$ cat src/rtl/brl_pkg.sv
// ----------------------------------------------------------------------------
// Byte-range lock table package
// Transaction types, codes and range helpers for the lock table.
// ----------------------------------------------------------------------------
package brl_pkg;

    localparam int unsigned TABLE_DEPTH_DEF = 16;

    localparam logic OP_SET  = 1'b0;
    localparam logic OP_TEST = 1'b1;

    localparam logic [1:0] KIND_READ   = 2'd0;
    localparam logic [1:0] KIND_WRITE  = 2'd1;
    localparam logic [1:0] KIND_UNLOCK = 2'd2;

    localparam logic [1:0] ST_OK       = 2'd0;
    localparam logic [1:0] ST_BLOCK    = 2'd1;
    localparam logic [1:0] ST_FULL     = 2'd2;
    localparam logic [1:0] ST_NOTFOUND = 2'd3;

    typedef struct packed {
        logic        operation;
        logic [1:0]  lock_kind;
        logic [63:0] range_start;
        logic [63:0] range_length;
        logic [31:0] session_id;
        logic [31:0] owner_id;
    } t_req;

    typedef struct packed {
        logic [1:0]  status;
        logic [63:0] hit_start;
        logic [63:0] hit_length;
        logic        hit_write;
        logic [31:0] hit_session;
        logic [31:0] hit_owner;
    } t_rsp;

    typedef struct packed {
        logic [63:0] start;
        logic [63:0] length;
        logic        write;
        logic [31:0] session;
        logic [31:0] owner;
    } t_entry;

    // End of (s, len) at or below b; the end is 65 bits wide, zero length runs to EOF.
    function automatic logic f_end_le(input logic [63:0] s, input logic [63:0] len,
                                      input logic [63:0] b);
        logic [64:0] sum;
        sum = {1'b0, s} + {1'b0, len};
        if (len == 64'd0) return &b;
        return sum <= {1'b0, b};
    endfunction

    function automatic t_rsp f_rsp(input logic [1:0] status);
        t_rsp rsp;
        rsp = '0;
        rsp.status = status;
        return rsp;
    endfunction

    function automatic t_rsp f_hit(input t_entry ent);
        t_rsp rsp;
        rsp.status      = ST_OK;
        rsp.hit_start   = ent.start;
        rsp.hit_length  = ent.length;
        rsp.hit_write   = ent.write;
        rsp.hit_session = ent.session;
        rsp.hit_owner   = ent.owner;
        return rsp;
    endfunction

endpackage

$ cat src/rtl/brl_ram.sv
// ----------------------------------------------------------------------------
// Generic simple dual-port RAM
// One write port, one read port, read data registered.
// ----------------------------------------------------------------------------
module brl_ram #(
    parameter int WIDTH = 8,
    parameter int DEPTH = 16,
    parameter int AW    = (DEPTH > 1) ? $clog2(DEPTH) : 1
) (
    input  logic             i_clk,
    input  logic             i_we,
    input  logic [AW-1:0]    i_waddr,
    input  logic [WIDTH-1:0] i_wdata,
    input  logic             i_re,
    input  logic [AW-1:0]    i_raddr,
    output logic [WIDTH-1:0] o_rdata
);

    logic [WIDTH-1:0] r_mem [DEPTH];
    logic [WIDTH-1:0] r_rdata;

    always_ff @(posedge i_clk) begin
        if (i_we) begin
            r_mem[i_waddr] <= i_wdata;
        end
        if (i_re) begin
            r_rdata <= r_mem[i_raddr];
        end
    end

    assign o_rdata = r_rdata;

endmodule

$ cat src/rtl/byte_range_lock_table_unit.sv
// ----------------------------------------------------------------------------
// Byte-range lock table
// Ordered table of byte-range locks for one file: set, unlock and test.
// ----------------------------------------------------------------------------
// Channel | Direction | Handshake                   | Payload
// in      | input     | i_in_valid / o_in_ready     | i_in_data  (brl_pkg::t_req)
// out     | output    | o_out_valid / i_out_ready   | o_out_data (brl_pkg::t_rsp)
//
// One request at a time. The stored locks are scanned one per cycle through the
// RAM read port; an unlock moves the entries above the removed one down, one per
// cycle, in place of the rest of the scan. Reset empties the table at once.
// A stalled output holds its result; the next request is taken meanwhile.
// ----------------------------------------------------------------------------
module byte_range_lock_table_unit #(
    parameter int TABLE_DEPTH = brl_pkg::TABLE_DEPTH_DEF
) (
    input  logic          i_clk,
    input  logic          i_rst_n,
    input  logic          i_in_valid,
    output logic          o_in_ready,
    input  brl_pkg::t_req i_in_data,
    output logic          o_out_valid,
    input  logic          i_out_ready,
    output brl_pkg::t_rsp o_out_data
);

    localparam int IDX_W = (TABLE_DEPTH > 1) ? $clog2(TABLE_DEPTH) : 1;
    localparam int CNT_W = $clog2(TABLE_DEPTH + 1);
    localparam logic [CNT_W-1:0] DEPTH_CNT = CNT_W'(TABLE_DEPTH);

    typedef enum logic [1:0] {S_IDLE, S_SCAN, S_SHIFT, S_FIN} t_state;

    t_state          r_state;
    brl_pkg::t_req   r_req;
    logic [64:0]     r_req_end;
    logic [CNT_W-1:0] r_count;
    logic [CNT_W-1:0] r_rd_idx;
    logic            r_chk_vld;
    logic [IDX_W-1:0] r_chk_idx;
    logic [IDX_W-1:0] r_wr_idx;
    brl_pkg::t_rsp   r_rsp;
    logic            r_out_vld;
    brl_pkg::t_rsp   r_out;

    logic            rd_en;
    logic            ram_we;
    logic [IDX_W-1:0] ram_waddr;
    brl_pkg::t_entry ram_wdata;
    logic [$bits(brl_pkg::t_entry)-1:0] ram_rdata;
    brl_pkg::t_entry ent;
    brl_pkg::t_entry new_ent;
    logic            req_le;
    logic            overlap;
    logic            conflict;
    logic            same;
    logic            is_unlock;
    logic            hit;
    logic            append;
    logic            shift_wr;
    logic            in_acc;
    logic            out_load;

    assign in_acc    = i_in_valid && o_in_ready;
    assign is_unlock = (r_req.operation == brl_pkg::OP_SET) &&
                       (r_req.lock_kind == brl_pkg::KIND_UNLOCK);
    assign out_load  = (r_state == S_FIN) && (!r_out_vld || i_out_ready);

    always_comb begin
        ent     = brl_pkg::t_entry'(ram_rdata);
        rd_en   = ((r_state == S_SCAN) || (r_state == S_SHIFT)) && (r_rd_idx < r_count);
        // request end is precomputed at accept
        req_le  = (r_req.range_length == 64'd0) ? (&ent.start)
                                               : (r_req_end <= {1'b0, ent.start});
        overlap = !(req_le || brl_pkg::f_end_le(ent.start, ent.length, r_req.range_start));
        conflict = overlap && ((r_req.lock_kind == brl_pkg::KIND_WRITE) || ent.write);
        same    = (ent.session == r_req.session_id) && (ent.owner == r_req.owner_id) &&
                  (ent.start == r_req.range_start) && (ent.length == r_req.range_length);
        hit     = r_chk_vld && (is_unlock ? same : conflict);
        append  = (r_state == S_SCAN) && !hit && !rd_en &&
                  (r_req.operation == brl_pkg::OP_SET) && !is_unlock &&
                  (r_count < DEPTH_CNT);
        shift_wr = (r_state == S_SHIFT) && r_chk_vld;

        new_ent.start   = r_req.range_start;
        new_ent.length  = r_req.range_length;
        new_ent.write   = (r_req.lock_kind == brl_pkg::KIND_WRITE);
        new_ent.session = r_req.session_id;
        new_ent.owner   = r_req.owner_id;

        ram_we    = append || shift_wr;
        ram_waddr = append ? r_count[IDX_W-1:0] : r_wr_idx;
        ram_wdata = append ? new_ent : ent;
    end

    brl_ram #(
        .WIDTH ($bits(brl_pkg::t_entry)),
        .DEPTH (TABLE_DEPTH)
    ) u_ram (
        .i_clk   (i_clk),
        .i_we    (ram_we),
        .i_waddr (ram_waddr),
        .i_wdata (ram_wdata),
        .i_re    (rd_en),
        .i_raddr (r_rd_idx[IDX_W-1:0]),
        .o_rdata (ram_rdata)
    );

    always_ff @(posedge i_clk) begin
        if (!i_rst_n) begin
            r_state   <= S_IDLE;
            r_count   <= '0;
            r_rd_idx  <= '0;
            r_chk_vld <= 1'b0;
            r_out_vld <= 1'b0;
        end else begin
            if (out_load) begin
                r_out_vld <= 1'b1;
            end else if (r_out_vld && i_out_ready) begin
                r_out_vld <= 1'b0;
            end
            // read pipeline: data for r_chk_idx shows up in the cycle after the read
            r_chk_vld <= rd_en;
            if (rd_en) begin
                r_chk_idx <= r_rd_idx[IDX_W-1:0];
                r_rd_idx  <= r_rd_idx + CNT_W'(1);
            end

            unique case (r_state)
                S_IDLE: begin
                    if (in_acc) begin
                        r_req     <= i_in_data;
                        r_req_end <= {1'b0, i_in_data.range_start} +
                                     {1'b0, i_in_data.range_length};
                        r_rd_idx  <= '0;
                        r_state   <= S_SCAN;
                    end
                end
                S_SCAN: begin
                    if (hit) begin
                        if (is_unlock) begin
                            r_wr_idx <= r_chk_idx;
                            r_state  <= S_SHIFT;
                        end else begin
                            r_rsp   <= (r_req.operation == brl_pkg::OP_TEST) ?
                                       brl_pkg::f_hit(ent) : brl_pkg::f_rsp(brl_pkg::ST_BLOCK);
                            r_state <= S_FIN;
                        end
                    end else if (!rd_en) begin
                        if (r_req.operation == brl_pkg::OP_TEST || is_unlock) begin
                            r_rsp <= brl_pkg::f_rsp(brl_pkg::ST_NOTFOUND);
                        end else if (append) begin
                            r_rsp   <= brl_pkg::f_rsp(brl_pkg::ST_OK);
                            r_count <= r_count + CNT_W'(1);
                        end else begin
                            r_rsp <= brl_pkg::f_rsp(brl_pkg::ST_FULL);
                        end
                        r_state <= S_FIN;
                    end
                end
                S_SHIFT: begin
                    if (shift_wr) begin
                        r_wr_idx <= r_wr_idx + IDX_W'(1);
                    end
                    if (!rd_en) begin
                        r_count <= r_count - CNT_W'(1);
                        r_rsp   <= brl_pkg::f_rsp(brl_pkg::ST_OK);
                        r_state <= S_FIN;
                    end
                end
                S_FIN: begin
                    if (out_load) begin
                        r_out   <= r_rsp;
                        r_state <= S_IDLE;
                    end
                end
                default: r_state <= S_IDLE;
            endcase
        end
    end

    assign o_in_ready  = (r_state == S_IDLE);
    assign o_out_valid = r_out_vld;
    assign o_out_data  = r_out;

endmodule

$ cat config.mk
export PLATFORM = sky130hd
export DESIGN_NAME = byte_range_lock_table_unit
export DESIGN_NICKNAME = d
export VERILOG_FILES = /design/src/rtl/brl_pkg.sv /design/src/rtl/brl_ram.sv /design/src/rtl/byte_range_lock_table_unit.sv
export SDC_FILE = /design/constraint.sdc
export NUM_CORES = 2
export LEC_CHECK = 0
export BUFFER_PORTS_ARGS = -buffer_cell sky130_fd_sc_hd__buf_2
export CORE_MARGIN = 1.5
export CORE_UTILIZATION = 45
export CTS_BUF_LIST = sky130_fd_sc_hd__clkbuf_4 sky130_fd_sc_hd__clkbuf_8 sky130_fd_sc_hd__clkbuf_16
export CTS_CLUSTER_DIAMETER = 100
export DETAILED_ROUTE_END_ITERATION = 8
export PLACE_DENSITY_LB_ADDON = 0.3
export RECOVER_POWER = 25
export SYNTH_ARGS = -nofsm -noshare
export SYNTH_HDL_FRONTEND = slang
export SYNTH_SLANG_ARGS = --single-unit
$ cat constraint.sdc
create_clock -name i_clk -period 22.5 [get_ports i_clk]
set_input_delay 0 -clock i_clk [delete_from_list [all_inputs] [get_ports i_clk]]
set_output_delay 0 -clock i_clk [all_outputs]
set_load 0.005 [all_outputs]
==> summary.md <==
| Metric | Value |
|---|---|
| Outcome | `finished with violations` |
| Violated checks | `max-capacitance violations, max-slew violations` |
| Antenna Violating Nets Remaining | `0` |
| Leading register cell type out of synthesis | `edfxtp_1` |
| Area enclosed by the die boundary | `0.3560 mm^2` |
| Width of the chip | `596.6 um` |
| Buffers & Inverters on Critical Path | `2` |
| Drt via density | `6.220` |
| Number of buffers created by CTS | `397` |
| Final worst-path cycle share | `0.6789` |
| First-pass iteration count of the detailed router | `7` |
| Clock-pin slew reported for the worst setup and hold paths after clock tree synthesis | `0.06 ns` |
| Critical path's most frequent cell | `nand3_1` |
| Routed wire per std cell | `34.77 um` |
| Largest vdd supply drop | `0.06983 mV` |
| Number of sinks driven by the clock tree | `3,953` |
| Vertical die dimension | `596.6 um` |
| Fin. max-slew vios | `1,673` |
| Clock latency of the later-clocked register in the worst-skew pair | `0.98 ns` |
| Io pins | `396` |
| Number of distinct standard cells referenced by the synthesized netlist | `74` |
| Warnings from Yosys | `0` |
| Synth Cell Area | `0.1586 mm^2` |
| Vias in the first global route | `83,774` |
| Required @ worst endpoint | `23.16 ns` |
| Place WS | `11.99 ns` |
| Fillcell total | `27,045` |
| Final number of setup-violating endpoints | `0` |
| Areal power density over the cells | `100.7 mW/mm^2` |
| Measured slew at the worst slew-check pin | `10.12 ns` |
| GRT Overall Usage | `0.2636` |
| Routability-driven placement congestion ratio | `0.9772` |
| Unrepaired setup endpoints after global routing | `false` |
| CTS Buffer Depth | `4` |
| Fraction of final layout cells sized beyond drive strength 1 | `0.2152` |
| Time the worst path needs with I/O delays and setup | `15.28 ns` |
| Grt ovf | `0` |
| Detailed-route DRC error count | `0` |
| Synthesis-to-finish area growth | `15.75%` |
| Quantity of I/O buffers inserted on ports | `395` |
| Timing-limited maximum frequency | `0.06546 GHz` |
| Post-synth EDFFs | `3,939` |
| Fin cells | `13,648` |
| Final Skew | `0.07384 ns` |
| Clk Tree Root Cell | `clkbuf_16` |
| CTS tree | `yes` |
| TNS Setup | `0 ns` |
| R2R setup slack | `7.22 ns` |
| Number of antenna violations at the first check in global routing | `57` |
| Total of max-cap violations | `28` |
| Area used by sequential logic in the layout | `0.1186 mm^2` |
| Slack of the critical path | `7.224 ns` |
| Final core utilization | `0.5245` |
| CP Max Fanout | `142` |
| Routed vias | `84,889` |
| Hold/Removal Path Class | `input pin to register` |
| Area of the multi-input gates | `0.03809 mm^2` |
| Leakage | `58.99 nW` |
| Pin count of the biggest net entering global routing | `142` |
| Syn Area/Cell | `20.79 um^2` |
| Gate family responsible for the most delay along the worst path | `buffers and inverters` |
| Synth Net Count | `8,098` |
| Core Box Area | `0.3500 mm^2` |
| Global-route wire length before repair | `656,300 um` |
| Post-Layout Inst Area | `0.1835 mm^2` |
| Cell total after placement | `12,502` |
| Seq/Total Area, Yosys | `0.7477` |
| Largest incremental delay on the critical path | `6.30 ns` |
| Kind of start point of the critical path | `register` |
| Instance count of the mapped netlist | `7,627` |
| Headroom to the max-slew limit | `-5.748` |
| Initial core utilization | `0.4531` |
| Share of flip-flops with an asynchronous set or reset | `0` |
| Data arrival, critical path | `15.93 ns` |
| Max H-tree Level | `5` |
| Cell Area, Placed | `0.1670 mm^2` |
| Number of synthesized register bits | `3,953` |
| Drt initial violations | `12,222` |
| Crit path capture type | `register` |
| Count of standard-cell rows | `217` |
| Post-DP HPWL | `289,600 um` |
| Cell with the biggest individual delay on the critical path | `clkbuf_1` |
| CP Class | `register to register` |
| Count of nets after finishing | `9,167` |
| Aggregate routed wire length | `474,600 um` |
| Number of hold violations in the final report | `0` |
==> what timing repair did <==
action | in CTS | in global routing
hold buffers | 393 | 0
resized for setup | 0 | 0
setup buffers | 0 | 0
endpoints found under the hold margin | 351 | 0
==> area by class of cell <==
cell class	count	share of cell area
timing repair buffer	990	0.03926
clock buffer	480	0.05800
multi-input combinational	3169	0.2075
antenna	24	0.0003272
tap	4599	0.03135
inverter	185	0.003790
clock inverter	248	0.01374
sequential	3953	0.6460
==> sequential cells by signal, indices dropped and copies added, names as in the netlist <==
name / flops
u_ram.r_mem: 3088
o_out_data: 195
r_req_end: 65
new_ent: 192
r_rsp: 195
u_ram.o_rdata: 193
r_chk_vld: 1
r_wr_idx: 4
r_rd_idx: 5
r_count: 5
o_out_valid: 1
r_req: 3
r_state: 2
r_chk_idx: 4
==> layer usage <==
layer  up-vias  GRT usage  wire length (um)
li1      33969          -                 -
met1     45020     0.3596            181400
met2      4983     0.4037            217100
met3       893    0.07067             53880
met4        24     0.1078             21990
met5         -          0               152
==> cells by family (layout without fill, tap and decap cells) <==
| family | after synthesis | count (layout) | synth area share |
|---|---|---|---|
| AO/OA/AOI/OAI | 653 | 653 | 0.02655 |
| multiplexers | 1088 | 1088 | 0.1458 |
| other | 0 | 24 | 0 |
| buffers and inverters | 505 | 1903 | 0.01286 |
| XOR/XNOR | 303 | 303 | 0.01674 |
| adder cells (fa/ha/maj) | 272 | 272 | 0.02160 |
| flip-flops | 3953 | 3953 | 0.7477 |
| AND/OR/NAND/NOR | 853 | 853 | 0.02878 |
==> worst reg2reg max path, stage by stage, from the launching register on <==
cell	delay [ns]
edfxtp_1	0.52
ha_1	0.29
fa_1	0.44
a211oi_1	0.39
o211ai_1	0.21
nand3_1	0.18
nand3_1	0.15
nand2_1	0.13
nand2_1	0.09
a221oi_1	0.50
o21ai_0	0.23
a221oi_1	0.54
o31ai_1	0.23
xor2_1	0.18
ha_1	0.32
nand4_1	0.15
nor4_1	0.42
nand3_1	0.24
o221ai_1	0.33
o311a_1	0.22
a211oi_1	0.08
a221o_1	0.53
nor2_4	0.16
clkbuf_1	6.30
buf_4	1.46
and3_1	0.69
==> per-stage QoR <==
stage	hold slack, ns	total power [W]
floorplan	0.09887	0.01084
global placement	0.1792	0.01176
detailed placement	0.1782	0.01183
CTS	0.00003486	0.01850
global route	0.1092	0.01902
finish	0.08801	0.01849
==> synthesized netlist by cell type (10+ instances only) <==
master	instances	share of area
nand2b_1	24	0.00095
a211oi_1	21	0.00099
mux4_2	965	0.14
nand3_1	55	0.0017
a221oi_1	11	0.00061
o21ai_0	159	0.0050
clkbuf_1	204	0.0048
a21o_1	125	0.0059
xnor2_1	174	0.0096
o211ai_1	15	0.00071
nor2_1	112	0.0027
mux2_1	118	0.0084
dfxtp_1	14	0.0018
o21bai_1	15	0.00071
nand2_1	176	0.0042
and2_1	11	0.00043
o31ai_1	16	0.00076
a21oi_1	171	0.0054
buf_6	14	0.00099
a31oi_1	12	0.00047
and3_1	202	0.0080
xor2_1	129	0.0071
nor2b_1	21	0.00083
o21a_1	20	0.00095
nor4_1	73	0.0029
buf_2	16	0.00051
nor3_1	26	0.00082
nand4_1	120	0.0047
inv_1	182	0.0043
edfxtp_1	3939	0.75
ha_1	269	0.021
buf_1	77	0.0018
o22ai_1	10	0.00039
==> placed cells by master (no fill, tap or decap), drive strengths merged, types with 12 or more instances in the layout <==
master / netlist / routed
edfxtp: 3939 / 3939
mux4: 965 / 965
clkbuf: 210 / 773
dlygate4sd3: 0 / 393
buf: 110 / 304
ha: 269 / 269
and3: 202 / 202
inv: 182 / 197
clkinv: 3 / 181
nand2: 176 / 176
xnor2: 174 / 174
a21oi: 171 / 171
o21ai: 163 / 163
xor2: 129 / 129
a21o: 125 / 125
mux2: 121 / 121
nand4: 120 / 120
nor2: 115 / 115
nor4: 74 / 74
nand3: 55 / 55
bufinv: 0 / 41
nor3: 26 / 26
diode: 0 / 24
nand2b: 24 / 24
a211oi: 22 / 22
nor2b: 21 / 21
o21a: 20 / 20
o31ai: 16 / 16
o211ai: 15 / 15
o21bai: 15 / 15
clkinvlp: 0 / 14
dfxtp: 14 / 14
a31oi: 12 / 12
a221oi: 12 / 12
==> path summary, 6_finish.rpt <==
path / start / endpoint / cells after the start
worst min register to register: r_rsp[92]$_SDFFCE_PP0P_ / o_out_data[92]$_DFFE_PP_ / 0
worst max-delay path: u_ram.o_rdata[129]$_DFFE_PP_ / r_rsp[159]$_SDFFCE_PP0P_ / 25
worst max register to register: u_ram.o_rdata[129]$_DFFE_PP_ / r_rsp[159]$_SDFFCE_PP0P_ / 25
worst min-delay path: i_in_data[191] / r_req_end[64]$_DFFE_PP_ / 5
==> where the power goes <==
part | total, W | internal [W] | switching, W
Combinational | 0.00267 | 0.000940 | 0.00173
Clock | 0.00667 | 0.00386 | 0.00282
Sequential | 0.00915 | 0.00889 | 0.000252
Total | 0.0185 | 0.0137 | 0.00480
(Power assumes the default switching activity.)
